## src/rtl/scit_pkg.sv

```systemverilog
// Package for the swept circle impact time block: widths, constants and
// the structs that travel between the front end, the queue and the back end.
// Has no dependencies; every other file refers to it by scoped names.
`timescale 1ns / 1ps
`default_nettype none
package scit_pkg;

  // Field widths of the input and result words.
  localparam int unsigned PosW    = 20;
  localparam int unsigned VelW    = 22;
  localparam int unsigned RadW    = 8;
  localparam int unsigned StepW   = 16;
  localparam int unsigned FracW   = 17;
  localparam int unsigned SumRadW = RadW + 1;

  // Displacement is velocity times step, exact.
  localparam int unsigned DispW = VelW + StepW;
  // Position is scaled by 2^16 to share the 2^-24 length unit.
  localparam int unsigned ScaleSh = 16;
  // The summed radius squared is scaled by 2^48.
  localparam int unsigned RadSh = 48;

  // Wide multiplier operand and product, split in limbs.
  localparam int unsigned OpW    = 76;
  localparam int unsigned ProdW  = 2 * OpW;
  localparam int unsigned LimbW  = 26;
  localparam int unsigned Limbs  = 3;
  localparam int unsigned MulLat = 3;

  // Quadratic terms.
  localparam int unsigned AW    = 76;
  localparam int unsigned DpW   = 75;
  localparam int unsigned CW    = 74;
  localparam int unsigned DiscW = 152;
  localparam int unsigned RootW = DiscW / 2;
  localparam int unsigned RemW  = RootW + 3;
  localparam int unsigned NW    = 78;
  localparam int unsigned DivW  = AW + 1;

  localparam int unsigned SqrtSteps = DiscW / 2;
  localparam int unsigned DivSteps  = FracW;

  // Queue between front and back end.
  localparam int unsigned QDepth = 4;
  localparam int unsigned QPtrW  = $clog2(QDepth);

  localparam logic [RadW-1:0]  BallRadiusRst = 8'd20;
  localparam logic [FracW-1:0] FracOne       = FracW'(1) << (FracW - 1);

  // Word handed from the front end to the back end.
  typedef struct packed {
    logic signed [DispW-1:0] dx;
    logic signed [DispW-1:0] dy;
    logic signed [PosW-1:0]  px;
    logic signed [PosW-1:0]  py;
    logic [SumRadW-1:0]      rad;
    logic                    zero;
  } item_t;

  // Magnitudes and signs that feed the first multiplier bank.
  typedef struct packed {
    logic               vld;
    logic [DispW-1:0]   dxm;
    logic [DispW-1:0]   dym;
    logic [PosW-1:0]    pxm;
    logic [PosW-1:0]    pym;
    logic               sdp0;
    logic               sdp1;
    logic [SumRadW-1:0] rad;
    logic               zero;
  } v0_t;

  // Side data that rides along the first multiplier bank.
  typedef struct packed {
    logic               vld;
    logic               sdp0;
    logic               sdp1;
    logic [SumRadW-1:0] rad;
    logic               zero;
  } side1_t;

  // The quadratic coefficients a, dp and c.
  typedef struct packed {
    logic                  vld;
    logic [AW-1:0]         a;
    logic signed [DpW-1:0] dp;
    logic signed [CW-1:0]  c;
    logic                  zero;
  } coef_t;

  // Coefficients with magnitudes for the second multiplier bank.
  typedef struct packed {
    logic                  vld;
    logic [AW-1:0]         a;
    logic signed [DpW-1:0] dp;
    logic [DpW-1:0]        dpm;
    logic [CW-1:0]         cm;
    logic                  sc;
    logic                  zero;
  } v2_t;

  // Side data that rides along the second multiplier bank.
  typedef struct packed {
    logic                  vld;
    logic [AW-1:0]         a;
    logic signed [DpW-1:0] dp;
    logic                  sc;
    logic                  zero;
  } side2_t;

  // One stage of the square root recurrence.
  typedef struct packed {
    logic                  vld;
    logic [AW-1:0]         a;
    logic signed [DpW-1:0] dp;
    logic                  skip;
    logic [RemW-1:0]       rem;
    logic [RootW-1:0]      root;
    logic [DiscW-1:0]      rad;
  } sq_t;

  // One stage of the fraction divider.
  typedef struct packed {
    logic             vld;
    logic [AW-1:0]    a;
    logic             hit;
    logic [DivW-1:0]  r;
    logic [FracW-1:0] q;
  } dv_t;

endpackage
`default_nettype wire

```

## src/rtl/scit_in_if.sv

```systemverilog
// Input channel of the swept circle impact time block.
// Carries valid, ready and one query word; widths come from scit_pkg.
`timescale 1ns / 1ps
`default_nettype none
interface scit_in_if;
  logic                                 valid;
  logic                                 ready;
  logic signed [scit_pkg::PosW-1:0]     rel_pos_x;
  logic signed [scit_pkg::PosW-1:0]     rel_pos_y;
  logic        [scit_pkg::RadW-1:0]     other_radius;
  logic signed [scit_pkg::VelW-1:0]     rel_vel_x;
  logic signed [scit_pkg::VelW-1:0]     rel_vel_y;
  logic        [scit_pkg::StepW-1:0]    step_time;

  modport source (
    output valid, rel_pos_x, rel_pos_y, other_radius, rel_vel_x, rel_vel_y, step_time,
    input  ready
  );
  modport sink (
    input  valid, rel_pos_x, rel_pos_y, other_radius, rel_vel_x, rel_vel_y, step_time,
    output ready
  );
endinterface
`default_nettype wire

```

## src/rtl/scit_front.sv

```systemverilog
// Front end: takes query words, forms the displacement and summed radius,
// flags zero displacement and pushes the word into the queue. Uses scit_pkg.
`timescale 1ns / 1ps
`default_nettype none
module scit_front (
  input  wire logic                     clk_i,
  input  wire logic                     rst_ni,
  scit_in_if.sink                       in_i,
  input  wire logic [scit_pkg::RadW-1:0] ball_radius_i,
  input  wire logic                     full_i,
  output logic                          push_o,
  output scit_pkg::item_t               item_o
);

  logic                                 f_vld_q;
  scit_pkg::item_t                      f_item_q, f_item_d;
  logic signed [scit_pkg::DispW-1:0]    vx_ext, vy_ext, st_ext;

  // A word is taken whenever the holding register is free or drains this cycle.
  assign in_i.ready = !f_vld_q || !full_i;
  assign push_o     = f_vld_q && !full_i;
  assign item_o     = f_item_q;

  // Displacement, summed radius and the zero displacement flag.
  always_comb begin
    vx_ext         = scit_pkg::DispW'(in_i.rel_vel_x);
    vy_ext         = scit_pkg::DispW'(in_i.rel_vel_y);
    st_ext         = scit_pkg::DispW'(in_i.step_time);
    f_item_d.dx    = vx_ext * st_ext;
    f_item_d.dy    = vy_ext * st_ext;
    f_item_d.px    = in_i.rel_pos_x;
    f_item_d.py    = in_i.rel_pos_y;
    f_item_d.rad   = scit_pkg::SumRadW'(in_i.other_radius)
                   + scit_pkg::SumRadW'(ball_radius_i);
    f_item_d.zero  = (f_item_d.dx == '0) && (f_item_d.dy == '0);
  end

  always_ff @(posedge clk_i or negedge rst_ni) begin
    if (!rst_ni) begin
      f_vld_q <= 1'b0;
    end else if (in_i.valid && in_i.ready) begin
      f_vld_q <= 1'b1;
    end else if (push_o) begin
      f_vld_q <= 1'b0;
    end
  end

  always_ff @(posedge clk_i) begin
    if (in_i.valid && in_i.ready) begin
      f_item_q <= f_item_d;
    end
  end

endmodule
`default_nettype wire

```

## src/flat_wrapper.sv

```systemverilog
// flat-port wrapper written by rule: the top's interface ports become plain ports
module scit_front_flat 
  (clk_i, rst_ni, ball_radius_i, full_i, push_o, item_o, in_i_valid, in_i_rel_pos_x, in_i_rel_pos_y, in_i_other_radius, in_i_rel_vel_x, in_i_rel_vel_y, in_i_step_time, in_i_ready);
  scit_in_if in_i_i ();
  input  wire logic clk_i;
  input  wire logic rst_ni;
  input  wire logic [scit_pkg::RadW-1:0] ball_radius_i;
  input  wire logic full_i;
  output logic push_o;
  output scit_pkg::item_t item_o;
  input wire logic [$bits(in_i_i.valid)-1:0] in_i_valid;
  input wire logic [$bits(in_i_i.rel_pos_x)-1:0] in_i_rel_pos_x;
  input wire logic [$bits(in_i_i.rel_pos_y)-1:0] in_i_rel_pos_y;
  input wire logic [$bits(in_i_i.other_radius)-1:0] in_i_other_radius;
  input wire logic [$bits(in_i_i.rel_vel_x)-1:0] in_i_rel_vel_x;
  input wire logic [$bits(in_i_i.rel_vel_y)-1:0] in_i_rel_vel_y;
  input wire logic [$bits(in_i_i.step_time)-1:0] in_i_step_time;
  output wire logic [$bits(in_i_i.ready)-1:0] in_i_ready;
  assign in_i_i.valid = in_i_valid;
  assign in_i_i.rel_pos_x = in_i_rel_pos_x;
  assign in_i_i.rel_pos_y = in_i_rel_pos_y;
  assign in_i_i.other_radius = in_i_other_radius;
  assign in_i_i.rel_vel_x = in_i_rel_vel_x;
  assign in_i_i.rel_vel_y = in_i_rel_vel_y;
  assign in_i_i.step_time = in_i_step_time;
  assign in_i_ready = in_i_i.ready;
  scit_front u_core (.clk_i(clk_i), .rst_ni(rst_ni), .in_i(in_i_i), .ball_radius_i(ball_radius_i), .full_i(full_i), .push_o(push_o), .item_o(item_o));
endmodule
```

## config.mk

```make
export PLATFORM = sky130hd
export DESIGN_NAME = scit_front_flat
export DESIGN_NICKNAME = d
export VERILOG_FILES = /design/src/rtl/scit_pkg.sv /design/src/rtl/scit_in_if.sv /design/src/rtl/scit_front.sv /design/src/flat_wrapper.sv
export SDC_FILE = /design/constraint.sdc
export NUM_CORES = 2
export LEC_CHECK = 0
export BUFFER_PORTS_ARGS = -buffer_cell sky130_fd_sc_hd__buf_2
export CAP_MARGIN = 20
export CORE_UTILIZATION = 35
export CTS_CLUSTER_SIZE = 25
export DETAILED_ROUTE_END_ITERATION = 7
export GPL_TIMING_DRIVEN = 0
export PLACE_DENSITY_LB_ADDON = 0.05
export SLEW_MARGIN = 20
export SYNTH_ARGS = -nofsm -noshare
export SYNTH_HDL_FRONTEND = slang
export SYNTH_SLANG_ARGS = --single-unit
```

## constraint.sdc

```tcl
create_clock -name clk_i -period 4.59 [get_ports clk_i]
set_input_delay 0.6885 -clock clk_i [delete_from_list [all_inputs] [get_ports clk_i]]
set_output_delay 0.6885 -clock clk_i [all_outputs]
set_load 0.02 [all_outputs]
```

# Word level (Yosys, flattened, before mapping)
# Index checks and enable logic that the tools add are counted.
# W data, S select, Z words.
# totals
ff_bits	127
latch_bits	0
ram_bits	0
mem_bits_ro	0
inputBits	120
out_inout_bits	128
wordCells	21
mem_count	0
# classes
addsub	1
mul	2
n_div	0
order_cmp	0
eq_ne	0
shifts	0
muxes	2
n_bitwise	0
n_reduce_logical	9
# ops
operator	n
$logic_not A38 Y1	2
$mul A22 B17 Y38	2
$add A8 B8 Y9	1
$logic_and A1 B1 Y1	3
$logic_not A1 Y1	2
$mux W1	2
$reduce_bool A2 Y1	1
$logic_or A1 B1 Y1	1

# Logic depth before layout (Yosys ltp)
# logic_depth
word_depth	4
depth_mapped	27
ltp_nobuf	26

# Least setup slack after synthesis
# OpenSTA, ideal clock, no wires.
# synth_path
kind	input-to-reg
startpoint	in in_i_step_time[2]
endpoint	reg u_core.f_item_q, in the netlist u_core.item_o[0], data pin
setup_ns	0.170
arrival_ns	7.264
required_time_ns	4.420
slack_ns	-2.844
cell_stages	23
n_path_buf	3
path_cell_list	clkbuf_1 -> clkbuf_1 -> nand2_1 -> fa_1 -> inv_1 -> fa_1 -> fa_1 -> fa_1 -> fa_1 -> inv_1 -> fa_1 -> inv_1 -> ha_1 -> and3_1 -> clkbuf_1 -> a21bo_2 -> a31o_1 -> or3_1 -> a211o_1 -> or4_1 -> nor4_1 -> nand4b_1 -> nor4_2
# synth_rtl
element	line	text
from (decl)	flat_wrapper.sv:17	input wire logic [$bits(in_i_i.step_time)-1:0] in_i_step_time;
to (signal assigned)	scit_front.sv:50	f_item_q <= f_item_d;
to (decl)	scit_front.sv:16	scit_pkg::item_t f_item_q, f_item_d;

==> results.toml <==
[outcome]
status = "complete, but fails checks"
violations = "negative setup slack"

[die]
core_area_mm2 = 0.08568
rows = 107
die_x_um = 296.9
die_h_um = 296.9
start_util_pct = 35.52
ios = 248
die-area_mm2 = 0.08814

[sta]
timing.slew.headroom_pct = 55.36
fin_setup_tns_ns = -70.77
hold_violations = 0
post-route-period-util_pct = 165.5
final.setup.worst_slack_ns = -3.005
clock-skew-final_ns = 0.03006
grt_setup_unrepaired = "true"
fmax_ghz = 0.1317
worst_pin_slew_ns = 0.6527
timing.hold.ws_ns = 0.3691
setup_viol = 57
slew_viol_final = 0
fin_crit_ns = 7.595

[synthesis]
synth_top_flop_cell = "edfxtp_1"
netlist_area_mm2 = 0.03043
synth_area_per_cell_um2 = 9.520
async_flop_share_pct = 0.7874
synth-edff-count = 126
ys_types = 78
yosysWarnings = 0
syn-num-nets = 4202
synth_cells = 3197
ys_seq_area_share_pct = 12.51
synth_seq_cells = 127

[setup_path]
crit_path_start = "in_i_rel_vel_x[8]"
cpPeakStageDelay_ns = 0.57
critPathMaxFanout = 5
arrival_ns = 7.91
rr_startpoint = "u_core.f_vld_q"
worstPathRequired_ns = 4.91
critical_path_class = "in -> reg"
endpoint_kind = "register"
cpMaxStageDelayCell = "fa_1"
r2r_cells = 3
setup.worst_path.start_class = "primary input"

[drt]
wl_per_cell_um = 21.26
ant_nets = 0
drc = 0
vias_per_cell = 4.818
dr.first_iter.drc_count = 1124
num_vias = 23060
drt_pass1_iterations = 5
drt-total-wl_um = 101700

[place]
dp_slack_ns = -5.199
hpwl_um = 83170
portBuffers = 236
gp_congestion = 0.8800

[global_routing]
grt_pass1_wl_um = 154400
top_usage_layer = "met2"
grt_util_all_layers_pct = 23.75
grt_max_degree = 52
grtUsageMet1_pct = 31.43
grt.overflow.total = 0
grt_pass1_vias = 25200
met2_usage_pct = 40.71
antenna_found_initial = 4
use_met3_pct = 2.670

[clocking]
cts_root_buf = "clkbuf_16"
h-tree-depth = 4
clk_latency_ns = 0.52
clockBufferDepth = 2
cts_buffers = 17
clock_sinks = 127
tritoncts = "done"
clk_pin_slew_worst_paths_ns = 0.07

[final_layout]
nFillCells = 8325
syn_to_final_growth_pct = 28.36
final_util_pct = 45.59
final_layout_size_suffix_gt1_share_pct = 24.99
fin_nets = 4629

[run]
maxCapViolCount = 0

[hold_path]
holdPathStages = 1
hold_path_class = "in -> reg"
hold_start = "in_i_rel_pos_y[9]"
## cell usage after synthesis (all sizes together) (4+ instances only)
cell type | instances | share of area [%]
and2 | 316 | 6.5
nor2b | 6 | 0.12
fa | 689 | 45
o211a | 4 | 0.13
o21ai | 46 | 0.76
o21a | 9 | 0.22
xnor2 | 46 | 1.3
inv | 862 | 11
a31oi | 6 | 0.12
o311ai | 5 | 0.26
a21oi | 69 | 1.2
or4 | 11 | 0.27
xor2 | 31 | 0.89
nand4 | 8 | 0.16
and3 | 9 | 0.19
nor2 | 34 | 0.42
o31ai | 5 | 0.14
a211oi | 10 | 0.25
or3 | 6 | 0.12
nor4 | 8 | 0.21
nand3 | 14 | 0.23
nor3 | 24 | 0.39
nand2 | 430 | 5.3
a21o | 19 | 0.47
nand2b | 8 | 0.16
or2 | 5 | 0.11
clkbuf | 125 | 1.5
ha | 196 | 8.1
o211ai | 6 | 0.15
edfxtp | 126 | 12
o21bai | 8 | 0.20
buf | 4 | 0.074
## routing by layer
layer	vias up	wire [um]	share of wire [%]
li1	10290	-	-
met1	12160	43940	43
met2	517	50450	50
met3	92	4193	4.1
met4	0	3142	3.1
met5	-	0	0
## cell type report
class,count,area [um2],share of cell area (%)
sequential,127,3809,9.750
clock buffer,17,425.4,1.089
antenna,4,10.01,0.02562
timing repair buffer,411,3042,7.786
inverter,863,3248,8.315
tap,1144,1431,3.664
multi-input combinational,2078,25010,64.03
buffer,126,1923,4.923
clock inverter,15,165.2,0.4228
## placed cells by master (no fill, tap or decap), types with 8 or more instances in the layout
cell type / n
xnor2_2: 13
o21ai_0: 17
xor2_1: 18
a21o_1: 18
fa_2: 26
nor2_1: 27
ha_4: 37
nor3_1: 17
and2_4: 33
and2_1: 283
xnor2_1: 29
ha_1: 152
nand2_1: 410
inv_1: 821
clkbuf_16: 59
buf_8: 16
nand2_2: 12
o21ai_4: 10
o21ai_2: 12
inv_2: 39
buf_6: 62
edfxtp_1: 126
buf_4: 121
a21oi_4: 15
clkbuf_2: 17
o21a_1: 9
clkbuf_4: 10
a21oi_2: 19
a21oi_1: 35
fa_1: 663
clkbuf_8: 32
buf_12: 14
nand4_1: 8
buf_2: 217
nand2b_1: 8
## path summary, 6_finish.rpt
check                                     end  slack [ns]
hold / removal              u_core.item_o[19]        0.37
max in group asynchronous      u_core.f_vld_q        4.00
hold reg to reg                u_core.f_vld_q        0.54
setup reg to reg           u_core.item_o[107]        2.90
min in group asynchronous      u_core.f_vld_q        0.51
setup / recovery             u_core.item_o[0]       -3.00
## logic make-up after synthesis
group / after synthesis / synth area share, %
adders and majority gates: 885 / 53.38
and+or+nand+nor: 893 / 14.60
buffers and inverters: 992 / 12.26
xor gates and xnor gates: 77 / 2.216
muxes: 2 / 0.08221
AOI/OAI and AO/OA: 221 / 4.950
DFF: 127 / 12.51
## worst max-delay path, delay by kind of cell
family                     cells  cell delay [ns]
adders and majority gates      7             3.30
AOI/OAI and AO/OA              5             1.02
and+or+nand+nor                7             2.20
buffers and inverters          8             0.68
## per-stage QoR
stage / cell area [um2] / instances
2_1_floorplan: 31590 / 3197
3_3_place_gp: 34200 / 4577
3_5_place_dp: 34270 / 4579
4_1_cts: 37540 / 4705
5_1_grt: 39060 / 4781
6_report: 39070 / 4785
## repair_timing
| action | 4_1_cts | 5_1_grt |
|---|---|---|
| setup endpoints to repair | 62 | 60 |
| cloned | 3 | 3 |
| hold endpoints to repair | 1 | 0 |
| hold buffers | 1 | 0 |
| pin swaps | 81 | 125 |
| buffers inserted | 90 | 80 |
| resized for setup | 371 | 243 |
## state kept, by name, indices dropped and copies added (netlist names)
name and count:
u_core.item_o 126, u_core.f_vld_q 1
Power is left out: the tool's default activity adds up to more than one toggle a clock period on the data nets, which glitch-free logic cannot reach.
