File: config.mk
export PLATFORM = sky130hd
export DESIGN_NAME = scit_fifo
export DESIGN_NICKNAME = d
export VERILOG_FILES = /design/src/rtl/scit_pkg.sv /design/src/rtl/scit_fifo.sv
export SDC_FILE = /design/constraint.sdc
export NUM_CORES = 1
export LEC_CHECK = 0
export ABC_AREA = 1
export BUFFER_PORTS_ARGS = -buffer_cell sky130_fd_sc_hd__buf_2
export CAP_MARGIN = 20
export CORE_MARGIN = 2
export CORE_UTILIZATION = 54
export CTS_BUF_LIST = sky130_fd_sc_hd__clkbuf_8
export DETAILED_ROUTE_END_ITERATION = 10
export PLACE_DENSITY = 0.78
export RECOVER_POWER = 25
export SLEW_MARGIN = 0
export SYNTH_ARGS = -nofsm -noshare
export SYNTH_HDL_FRONTEND = slang
export SYNTH_SLANG_ARGS = --single-unit
File: constraint.sdc
create_clock -name clk_i -period 3.75 [get_ports clk_i]
set_input_delay 0.9375 -clock clk_i [delete_from_list [all_inputs] [get_ports clk_i]]
set_output_delay 0.9375 -clock clk_i [all_outputs]
set_load 0.02 [all_outputs]
File: src/rtl/scit_pkg.sv
// Package for the swept circle impact time block: widths, constants and
// the structs that travel between the front end, the queue and the back end.
// Has no dependencies; every other file refers to it by scoped names.
`timescale 1ns / 1ps
`default_nettype none
package scit_pkg;

  // Field widths of the input and result words.
  localparam int unsigned PosW    = 20;
  localparam int unsigned VelW    = 22;
  localparam int unsigned RadW    = 8;
  localparam int unsigned StepW   = 16;
  localparam int unsigned FracW   = 17;
  localparam int unsigned SumRadW = RadW + 1;

  // Displacement is velocity times step, exact.
  localparam int unsigned DispW = VelW + StepW;
  // Position is scaled by 2^16 to share the 2^-24 length unit.
  localparam int unsigned ScaleSh = 16;
  // The summed radius squared is scaled by 2^48.
  localparam int unsigned RadSh = 48;

  // Wide multiplier operand and product, split in limbs.
  localparam int unsigned OpW    = 76;
  localparam int unsigned ProdW  = 2 * OpW;
  localparam int unsigned LimbW  = 26;
  localparam int unsigned Limbs  = 3;
  localparam int unsigned MulLat = 3;

  // Quadratic terms.
  localparam int unsigned AW    = 76;
  localparam int unsigned DpW   = 75;
  localparam int unsigned CW    = 74;
  localparam int unsigned DiscW = 152;
  localparam int unsigned RootW = DiscW / 2;
  localparam int unsigned RemW  = RootW + 3;
  localparam int unsigned NW    = 78;
  localparam int unsigned DivW  = AW + 1;

  localparam int unsigned SqrtSteps = DiscW / 2;
  localparam int unsigned DivSteps  = FracW;

  // Queue between front and back end.
  localparam int unsigned QDepth = 4;
  localparam int unsigned QPtrW  = $clog2(QDepth);

  localparam logic [RadW-1:0]  BallRadiusRst = 8'd20;
  localparam logic [FracW-1:0] FracOne       = FracW'(1) << (FracW - 1);

  // Word handed from the front end to the back end.
  typedef struct packed {
    logic signed [DispW-1:0] dx;
    logic signed [DispW-1:0] dy;
    logic signed [PosW-1:0]  px;
    logic signed [PosW-1:0]  py;
    logic [SumRadW-1:0]      rad;
    logic                    zero;
  } item_t;

  // Magnitudes and signs that feed the first multiplier bank.
  typedef struct packed {
    logic               vld;
    logic [DispW-1:0]   dxm;
    logic [DispW-1:0]   dym;
    logic [PosW-1:0]    pxm;
    logic [PosW-1:0]    pym;
    logic               sdp0;
    logic               sdp1;
    logic [SumRadW-1:0] rad;
    logic               zero;
  } v0_t;

  // Side data that rides along the first multiplier bank.
  typedef struct packed {
    logic               vld;
    logic               sdp0;
    logic               sdp1;
    logic [SumRadW-1:0] rad;
    logic               zero;
  } side1_t;

  // The quadratic coefficients a, dp and c.
  typedef struct packed {
    logic                  vld;
    logic [AW-1:0]         a;
    logic signed [DpW-1:0] dp;
    logic signed [CW-1:0]  c;
    logic                  zero;
  } coef_t;

  // Coefficients with magnitudes for the second multiplier bank.
  typedef struct packed {
    logic                  vld;
    logic [AW-1:0]         a;
    logic signed [DpW-1:0] dp;
    logic [DpW-1:0]        dpm;
    logic [CW-1:0]         cm;
    logic                  sc;
    logic                  zero;
  } v2_t;

  // Side data that rides along the second multiplier bank.
  typedef struct packed {
    logic                  vld;
    logic [AW-1:0]         a;
    logic signed [DpW-1:0] dp;
    logic                  sc;
    logic                  zero;
  } side2_t;

  // One stage of the square root recurrence.
  typedef struct packed {
    logic                  vld;
    logic [AW-1:0]         a;
    logic signed [DpW-1:0] dp;
    logic                  skip;
    logic [RemW-1:0]       rem;
    logic [RootW-1:0]      root;
    logic [DiscW-1:0]      rad;
  } sq_t;

  // One stage of the fraction divider.
  typedef struct packed {
    logic             vld;
    logic [AW-1:0]    a;
    logic             hit;
    logic [DivW-1:0]  r;
    logic [FracW-1:0] q;
  } dv_t;

endpackage
`default_nettype wire

File: src/rtl/scit_fifo.sv
// Short queue of classified words between the front end and the back end.
// Depends on scit_pkg for the word type and the depth.
`timescale 1ns / 1ps
`default_nettype none
module scit_fifo (
  input  wire logic            clk_i,
  input  wire logic            rst_ni,
  input  wire logic            push_i,
  input  scit_pkg::item_t      item_i,
  input  wire logic            pop_i,
  output scit_pkg::item_t      item_o,
  output logic                 full_o,
  output logic                 empty_o
);

  scit_pkg::item_t                mem_q [scit_pkg::QDepth];
  logic [scit_pkg::QPtrW-1:0]     wp_q, wp_d, rp_q, rp_d;
  logic [scit_pkg::QPtrW:0]       cnt_q, cnt_d;

  // Flags and the head word.
  assign full_o  = (cnt_q == (scit_pkg::QPtrW + 1)'(scit_pkg::QDepth));
  assign empty_o = (cnt_q == '0);
  assign item_o  = mem_q[rp_q];

  // Pointer and fill count updates.
  always_comb begin
    wp_d  = push_i ? wp_q + 1'b1 : wp_q;
    rp_d  = pop_i ? rp_q + 1'b1 : rp_q;
    cnt_d = cnt_q;
    if (push_i && !pop_i) begin
      cnt_d = cnt_q + 1'b1;
    end else if (!push_i && pop_i) begin
      cnt_d = cnt_q - 1'b1;
    end
  end

  always_ff @(posedge clk_i or negedge rst_ni) begin
    if (!rst_ni) begin
      wp_q  <= '0;
      rp_q  <= '0;
      cnt_q <= '0;
    end else begin
      wp_q  <= wp_d;
      rp_q  <= rp_d;
      cnt_q <= cnt_d;
    end
  end

  // Storage is written at the tail.
  always_ff @(posedge clk_i) begin
    if (push_i) begin
      mem_q[wp_q] <= item_i;
    end
  end

`ifndef SYNTHESIS
  a_no_overflow: assert property (@(posedge clk_i) disable iff (!rst_ni)
    push_i |-> !full_o)
    else $error("word pushed into a full queue");
  a_no_underflow: assert property (@(posedge clk_i) disable iff (!rst_ni)
    pop_i |-> !empty_o)
    else $error("word popped from an empty queue");
  a_count_bound: assert property (@(posedge clk_i) disable iff (!rst_ni)
    cnt_q <= (scit_pkg::QPtrW + 1)'(scit_pkg::QDepth))
    else $error("queue fill count beyond depth");
`endif

endmodule
`default_nettype wire

* Word level (Yosys, flattened, before mapping) *
Memories as Yosys holds them, arrays and structs flattened.
Index checks and enable logic that the tools add are counted.

storage, ports and cells
  register bits = 7
  memory bits (writable) = 504
  input port bits = 130
  memories kept = 1

cells by class
  add/subtract/negate cells = 4
  eq/ne operators = 1
  muxes and demuxes = 4
  reductions and logical operators = 6

memories
  memory  words  width  read ports  clocked after memory_dff  wr ports  line             text
  mem_q   4      126    1           0                         1         scit_fifo.sv:16  scit_pkg::item_t mem_q [scit_pkg::QDepth];

operators with widths
  cell                 count
  $mux 3               2
  $add 2x1->2 const B  2
  $add 3x1->3 const B  1
  $eq 3x3->1 const B   1
  $logic_not 3->1      1
  $sub 3x1->3 const B  1
  $logic_and 1x1->1    2
  $logic_not 1->1      2
  $mux 1               2
  $reduce_bool 2->1    1

* Depth between registers and ports, before layout *
Gate-level depths: netlist of run 1.

  depth in word-level cells = 4
  mapped depth = 9
  mapped depth without buffers = 9

* Worst setup path after synthesis of run 1 *
Ideal clock, no wire load.

  path kind = input to register
  start point = input push_i
  end point = memory mem_q[0][0] (netlist bit) (enable)
  data arrival time = 3,673 ps
  data required time = 3,271 ps
  slack = -402 ps
  stages = 3
  path through = clkbuf_1 > nand2_1 > inv_1

on the way
  cells in the longest elaborated chain, start to end = 2

RTL lines
  item                          line             text
  from (decl)                   scit_fifo.sv:8   input wire logic push_i,
  $mux 1                        scit_fifo.sv:51  if (push_i) begin
  $mux 1 (not written as such)  scit_fifo.sv:52  mem_q[wp_q] <= item_i;
  to (decl)                     scit_fifo.sv:16

No other way between the ends.

==> Implementation_results.wiki, run 1 <==
{| class="wikitable"
! Metric !! Value
|-
| Endpoint type of the worst setup path || output port
|-
| TritonCTS clock tree || done
|-
| CTS buffer count || 81
|-
| Library cells used by synthesis || 22
|-
| Proportion of layout cells with a drive suffix above 1 || between 20 and 30%
|-
| Routed wire length per instance || roughly 17 µm
|-
| Placement Cell Area || ~0.023 mm²
|-
| M1 WL || 17.16 mm
|-
| Total global routing track utilization || 20.17%
|-
| Die Footprint || 0.04124 mm²
|-
| Iteration-0 DRC count of the detailed router || 716
|-
| Average vias per placed instance || 5.121
|-
| Origin of the critical flop-to-flop path || wp_q[0]$_DFFE_PN0P_
|-
| Final weighted congestion of routability-driven global placement || 0.7456
|-
| Leakage power || 9.585 nW
|-
| Run status || complete, no violations
|-
| Antenna violations before repair || 7
|-
| Count of warnings emitted by yosys || 0
|-
| Sequential element share of the synthesized area || ~72%
|-
| Number of placed instances with taps included || 2239
|-
| Worst hold-check slack || 0.2110 ns
|-
| Uppermost metal layer occupied by signal nets || met5
|-
| Clock sink count || 511
|-
| Worst setup path end || item_o[116]
|-
| Critical Path Slowest Stage Cell || sky130_fd_sc_hd__dfrtp_4
|-
| Worst EP arrival || about 2.5 ns
|-
| Layout overhead on the synthesized area || 13.22%
|-
| Met2 routed WL || 19.90 mm
|-
| Overflow left after global routing || 0
|-
| NumNets Final || approximately 1.9k
|-
| Clk Tree Root Cell || sky130_fd_sc_hd__clkbuf_8
|-
| WL final || 41.33 mm
|-
| Setup Skew || 0.01550 ns
|-
| Number of nets in the synthesized netlist || approximately 1.7k
|-
| Final total power || 19.82 mW
|-
| Post-synthesis instance area || 0.02140 mm²
|-
| Die span in x || 203.1 µm
|-
| Levels on crit path || 5
|-
| Hold bufs inserted after CTS || 0
|-
| Level count of the clock H-tree || 3
|-
| Number of cells in the finished layout apart from fillers || 2386
|-
| Worst-margin pin slew || 1.091 ns
|-
| Sum of met3 wire segment lengths after detailed routing || 3.251 mm
|-
| Wire length of the first global-routing pass || 64.39 mm
|-
| Core region area || 0.03892 mm²
|-
| Antenna viol nets, final || 0
|-
| Number of buffer and inverter stages on the critical path || 3
|-
| Peak ir drop on the vdd network || 0.0006085 V
|-
| Post-Syn Instances || approximately 1.5k
|-
| Clock Tree Buf Depth || 3
|-
| Die H || a little over 200 µm
|-
| Final worst path period share || between 90% and 100%
|-
| Post-CTS Setup Bufs || 0
|-
| Synthesized area per cell || 14.11 µm²
|-
| Stage delay of the slowest cell on the critical path || 0.67 ns
|-
| Vias after detailed routing || 12.22k
|-
| Clock edge transition at the registers on the reported setup and hold paths || 0.06 ns
|-
| Crit path time final || 3.413 ns
|-
| Number of core rows || 72
|-
| Class of the tightest hold or removal check || input pin to async pin
|-
| Top Ports || 258
|-
| Number of buffer cells added on primary ports || 257
|-
| Source-to-sink clock delay at the later pin of the worst-skew pair || ~0.62 ns
|-
| Headroom to the max-slew limit || 27.27%
|-
| CP top delay family || buffers and inverters
|-
| Final hold violation count || 0
|-
| Effective utilization at floorplan || between 50% and 60%
|-
| Endpoint required time on the critical path || 2.81 ns
|-
| Max-cap check violation count || 0
|-
| Worst setup slack for register-to-register paths || 1.53 ns
|-
| DRC || 0
|-
| Worst reg2reg path depth || 5
|-
| Worst Path Max Fanout || 28
|-
| Largest net degree at the start of global routing || 92
|-
| Setup repair after global routing missed its margin || no
|-
| Final setup violation count || 0
|-
| Vias in the first global route || 12.41k
|-
| HPWL after detailed placement || around 25 mm
|-
| Total negative setup slack || 0 ns
|-
| Iteration count of the initial detailed-routing pass || 7
|-
| Cell area power density || slightly above 800 mW/mm²
|-
| Fmax || 293.0 MHz
|-
| Post-cts repair resize count || 0
|-
| Final max-slew violation count || 0
|-
| Number of synthesized register bits || 511
|-
| Destination of the worst register-to-register timing path || mem_q[3][52]$_DFFE_PP_
|-
| Kind of critical path || flop to output port
|-
| Setup crit start || rp_q[1]$_DFFE_PN0P_
|-
| Startpoint type of the worst setup path || flop
|-
| Layout Cell Area excl Fill || 0.02423 mm²
|-
| Cell-by-cell listing of the critical path || inv_6, buf_4, o211ai_2, nand2_1, buf_2
|-
| Layout filler cell count || about 2.9k
|}
[layer usage]
layer | vias up | track usage (%)
li1 | 5886 | -
met1 | 5897 | 25.62
met2 | 353 | 32.74
met3 | 76 | 6.356
met4 | 6 | 7.482
met5 | - | 0
[final cells by class]
cell class                      instances  area, µm²  share of cell area, %
Antenna cell                            4      10.01                0.04131
Inverter                              264       1011                  4.172
Clock buffer                           83       1142                  4.714
Multi-Input combinational cell        658       4264                  17.60
Tap cell                              518      648.1                  2.675
Sequential cell                       511      15320                  63.21
Timing Repair Buffer                  288       1551                  6.403
Clock inverter                         60      286.5                  1.182
[through the flow]
stage | setup slack [ns] | util (%)
floorplan | 0.2937 | -
global placement | 0.9803 | 58.83
detailed placement | 0.9547 | 58.83
CTS | 0.2541 | 62.51
global route | 0.2063 | 62.25
finish | 0.3369 | 62.26
[report_power, final]
part	switching, mW	internal (mW)
Sequential	0.402	7.48
Clock	2.06	2.13
Combinational	5.36	2.39
Total	7.82	12.0
[flip-flops by register name, indices dropped and copies added (netlist names)]
register,count
mem_q,504
wp_q,2
cnt_q,3
rp_q,2
[worst reg2reg max path, cell delays in order, from the launching register on]
cell	delay, ns
sky130_fd_sc_hd__dfrtp_1	0.41
sky130_fd_sc_hd__ha_1	0.17
sky130_fd_sc_hd__nand2_1	0.08
sky130_fd_sc_hd__clkinvlp_4	0.29
sky130_fd_sc_hd__buf_4	0.45
sky130_fd_sc_hd__buf_4	0.46
[synth_stat cells, drive strengths merged]
library cell    n  area share, %
edfxtp        504             71
o211ai        252             11
nor3            2          0.047
dfrtp           7           0.82
nand2         391            8.0
xor2            3           0.12
inv           264            4.7
buf            75            3.7
o21ai           1          0.023
nand3           1          0.023
fa              1          0.094
xnor2           1          0.041
clkbuf          9           0.16
nand4           1          0.029
ha              5           0.29
[layout by cell type (no fill, tap or decap)]
cell type	synthesis	layout
sky130_fd_sc_hd__fa_1	1	1
sky130_fd_sc_hd__xor2_1	3	3
sky130_fd_sc_hd__inv_6	1	5
sky130_fd_sc_hd__clkbuf_1	9	84
sky130_fd_sc_hd__clkinv_1	0	29
sky130_fd_sc_hd__o211ai_2	102	102
sky130_fd_sc_hd__diode_2	0	4
sky130_fd_sc_hd__nor3_1	2	2
sky130_fd_sc_hd__xnor2_1	1	1
sky130_fd_sc_hd__nand3_1	1	1
sky130_fd_sc_hd__clkbuf_8	0	83
sky130_fd_sc_hd__nand2_2	100	100
sky130_fd_sc_hd__o21ai_1	1	1
sky130_fd_sc_hd__inv_1	263	275
sky130_fd_sc_hd__bufinv_16	0	1
sky130_fd_sc_hd__edfxtp_1	504	504
sky130_fd_sc_hd__clkinvlp_4	0	5
sky130_fd_sc_hd__o211ai_1	150	150
sky130_fd_sc_hd__nand2_1	291	291
sky130_fd_sc_hd__dfrtp_4	0	2
sky130_fd_sc_hd__buf_4	5	20
sky130_fd_sc_hd__dfrtp_1	7	5
sky130_fd_sc_hd__buf_12	12	11
sky130_fd_sc_hd__buf_2	23	173
sky130_fd_sc_hd__ha_1	5	5
sky130_fd_sc_hd__nand4_1	1	1
sky130_fd_sc_hd__clkinv_2	0	9
[cells by family (layout without fill, tap and decap cells)]
| logic type | count (synthesis) | after routing | share of synthesized area (%) |
|---|---|---|---|
| other cells | 0 | 4 | 0 |
| compound gates | 253 | 253 | 11.25 |
| flops | 511 | 511 | 71.53 |
| xor+xnor | 4 | 4 | 0.1637 |
| simple gates | 395 | 395 | 8.126 |
| buf+inv | 348 | 695 | 8.541 |
| fa+ha+maj | 6 | 6 | 0.3859 |
[worst min-delay path by stage]
stage	start	endpoint	slack, ns	cells after the start
CTS	rst_ni	cnt_q[1]$_DFFE_PN0P_	0.08	1
detailed placement	cnt_q[2]$_DFFE_PN0P_	cnt_q[2]$_DFFE_PN0P_	0.50	2
global placement	cnt_q[2]$_DFFE_PN0P_	cnt_q[2]$_DFFE_PN0P_	0.49	2
global route	rst_ni	wp_q[0]$_DFFE_PN0P_	0.20	1
floorplan	cnt_q[2]$_DFFE_PN0P_	cnt_q[2]$_DFFE_PN0P_	0.46	2
finish	rst_ni	wp_q[1]$_DFFE_PN0P_	0.21	1
Note: power is estimated with default switching activity, not from simulation.
==> run 2, diff against run 1 <==
RECOVER_POWER = unset   (was 25)
==> run 2 against run 1 <==
Net effect: critical endpoint unchanged; clock power hardly changed; clock skew up 0.0015 ns; maximum frequency decreased by 0.31%; combinational power barely moved; routed wire length shrank 0.25%; largest power group unchanged; global-route usage stayed put; worst setup slack got worse by 0.011 ns; first-iteration DRC count fell by 7.0%; largest cell class unchanged; power about the same; worst hold slack got worse by 0.068 ns; die area unchanged.
==> Implementation_results.wiki, run 2 (synthesized netlist as in run 1, its figures left out) <==
{| class="wikitable"
! Metric !! Value
|-
| Overflow left after global routing || 0
|-
| Worst EP arrival || 2.49 ns
|-
| HPWL after detailed placement || 25.01 mm
|-
| Number of flip-flops in the largest register || 504
|-
| Clock edge transition at the registers on the reported setup and hold paths || 0.06 ns
|-
| Utilization after layout || 62.54%
|-
| Source-to-sink clock delay at the later pin of the worst-skew pair || around 0.62 ns
|-
| Uppermost metal layer occupied by signal nets || met5
|-
| Headroom to the max-slew limit || between 20% and 30%
|-
| NumNets Final || 1940
|-
| Clk Tree Root Cell || sky130_fd_sc_hd__clkbuf_8
|-
| DRC || 0
|-
| Final worst path period share || 91.30%
|-
| Worst Path Max Fanout || 28
|-
| Proportion of layout cells with a drive suffix above 1 || 31.92%
|-
| Die H || between 200 and 250 µm
|-
| CP top delay family || buffers and inverters
|-
| Post-cts repair resize count || 0
|-
| Number of buffer cells added on primary ports || ~260
|-
| Hold bufs inserted after CTS || 0
|-
| Final hold violation count || 0
|-
| Fmax || 292.1 MHz
|-
| Effective utilization at floorplan || 54.99%
|-
| WL final || 41.22 mm
|-
| Total negative setup slack || 0 ns
|-
| Wire length of the first global-routing pass || 64.39 mm
|-
| Die span in x || a little over 200 µm
|-
| Critical Path Slowest Stage Cell || sky130_fd_sc_hd__dfrtp_4
|-
| Total global routing track utilization || 20.17%
|-
| Number of core rows || 72
|-
| Commonest non-fill, non-tap cell in the layout || sky130_fd_sc_hd__edfxtp_1
|-
| Endpoint required time on the critical path || approximately 2.8 ns
|-
| Worst-margin pin slew || 1.092 ns
|-
| Endpoint type of the worst setup path || output port
|-
| Worst hold-check slack || 0.1425 ns
|-
| M1 WL || 17.03 mm
|-
| CTS buffer count || 81
|-
| Cell area power density || 814.5 mW/mm²
|-
| Final weighted congestion of routability-driven global placement || 0.7456
|-
| Run status || complete, no violations
|-
| Register bank with the most flops || mem_q
|-
| Leakage power || 9.817 nW
|-
| Vias after detailed routing || about 12k
|-
| Iteration count of the initial detailed-routing pass || 6
|-
| Average vias per placed instance || 5.103
|-
| Number of buffer and inverter stages on the critical path || 3
|-
| Sum of met3 wire segment lengths after detailed routing || 3.130 mm
|-
| Layout overhead on the synthesized area || 13.72%
|-
| TritonCTS clock tree || done
|-
| Stage delay of the slowest cell on the critical path || 0.67 ns
|-
| Clock sink count || around 500
|-
| Startpoint type of the worst setup path || flop
|-
| Class of the tightest hold or removal check || input pin to async pin
|-
| Largest net degree at the start of global routing || 92
|-
| Largest registers ranked by flip-flop count || mem_q x504, cnt_q x3
|-
| Die Footprint || 0.04124 mm²
|-
| Vias in the first global route || 12.41k
|-
| Area of combinational cells with multiple inputs || 0.004264 mm²
|-
| Highest-count cells in the layout ignoring fill and taps || sky130_fd_sc_hd__edfxtp_1, sky130_fd_sc_hd__nand2_1, sky130_fd_sc_hd__inv_1, sky130_fd_sc_hd__buf_2, sky130_fd_sc_hd__o211ai_1
|-
| Core region area || ~0.039 mm²
|-
| Layout filler cell count || 2880
|-
| Final setup violation count || 0
|-
| Peak ir drop on the vdd network || approximately 0.00061 V
|-
| Cell-by-cell listing of the critical path || inv_6, buf_4, o211ai_2, nand2_1, buf_2
|-
| Level count of the clock H-tree || 3
|-
| Final max-slew violation count || 0
|-
| Clock Tree Buf Depth || 3
|-
| Met2 routed WL || ~20 mm
|-
| Iteration-0 DRC count of the detailed router || 666
|-
| Post-CTS Setup Bufs || 0
|-
| Antenna viol nets, final || 0
|-
| Total area of sequential cells || 0.01532 mm²
|-
| Antenna violations before repair || 11
|-
| Kind of critical path || flop to output port
|-
| Final total power || between 15 and 20 mW
|-
| Top Ports || 258
|-
| Crit path time final || 3.424 ns
|-
| Routed wire length per instance || ~17 µm
|-
| Setup Skew || 0.01699 ns
|-
| Max-cap check violation count || 0
|-
| Setup repair after global routing missed its margin || no
|}
## run 2: cell types whose count changed in the layout (fill, tap and decap cells not counted), sizes merged
cell	previous run	this run
clkbuf	167	83
buf	204	288
diode	4	5
## run 2: area by class of cell
type                       count  area share, %
antenna                        5        0.05141
tap                          518          2.663
sequential                   511          62.93
clock buffer                  83          4.694
clock inverter                60          1.177
multi-input combinational    658          17.52
timing repair buffer         288          6.807
inverter                     264          4.154
## run 2: metrics by stage
step | setup WS [ns] | instances | cell area (µm²)
2_1_floorplan | 0.2937 | 1517 | 21420
3_3_place_gp | 0.9803 | 2239 | 22900
3_5_place_dp | 0.9547 | 2239 | 22900
4_1_cts | 0.2541 | 2382 | 24330
5_1_grt | 0.2063 | 2384 | 24330
6_report | 0.3264 | 2387 | 24340
## run 2: worst paths after layout
| kind | from | end | slack (ns) | depth (start not counted) |
|---|---|---|---|---|
| setup / recovery | rp_q[1]$_DFFE_PN0P_ | item_o[116] | 0.33 | 5 |
| hold / removal | rst_ni | cnt_q[0]$_DFFE_PN0P_ | 0.14 | 1 |
| setup reg to reg | wp_q[0]$_DFFE_PN0P_ | mem_q[3][56]$_DFFE_PP_ | 1.53 | 5 |
| hold reg to reg | cnt_q[2]$_DFFE_PN0P_ | cnt_q[2]$_DFFE_PN0P_ | 0.51 | 2 |
| max in group asynchronous | rst_ni | rp_q[1]$_DFFE_PN0P_ | 3.42 | 1 |
| min in group clk_i | cnt_q[2]$_DFFE_PN0P_ | cnt_q[2]$_DFFE_PN0P_ | 0.51 | 2 |
## run 2: per-layer routing
| layer | up-vias | track usage (%) |
|---|---|---|
| li1 | 5884 | - |
| met1 | 5874 | 25.62 |
| met2 | 332 | 32.74 |
| met3 | 80 | 6.356 |
| met4 | 12 | 7.482 |
| met5 | - | 0 |
## run 2: power breakdown
part | total, mW | internal [mW] | switching [mW]
Sequential | 7.88 | 7.48 | 0.403
Combinational | 7.75 | 2.40 | 5.35
Clock | 4.19 | 2.13 | 2.06
Total | 19.8 | 12.0 | 7.81
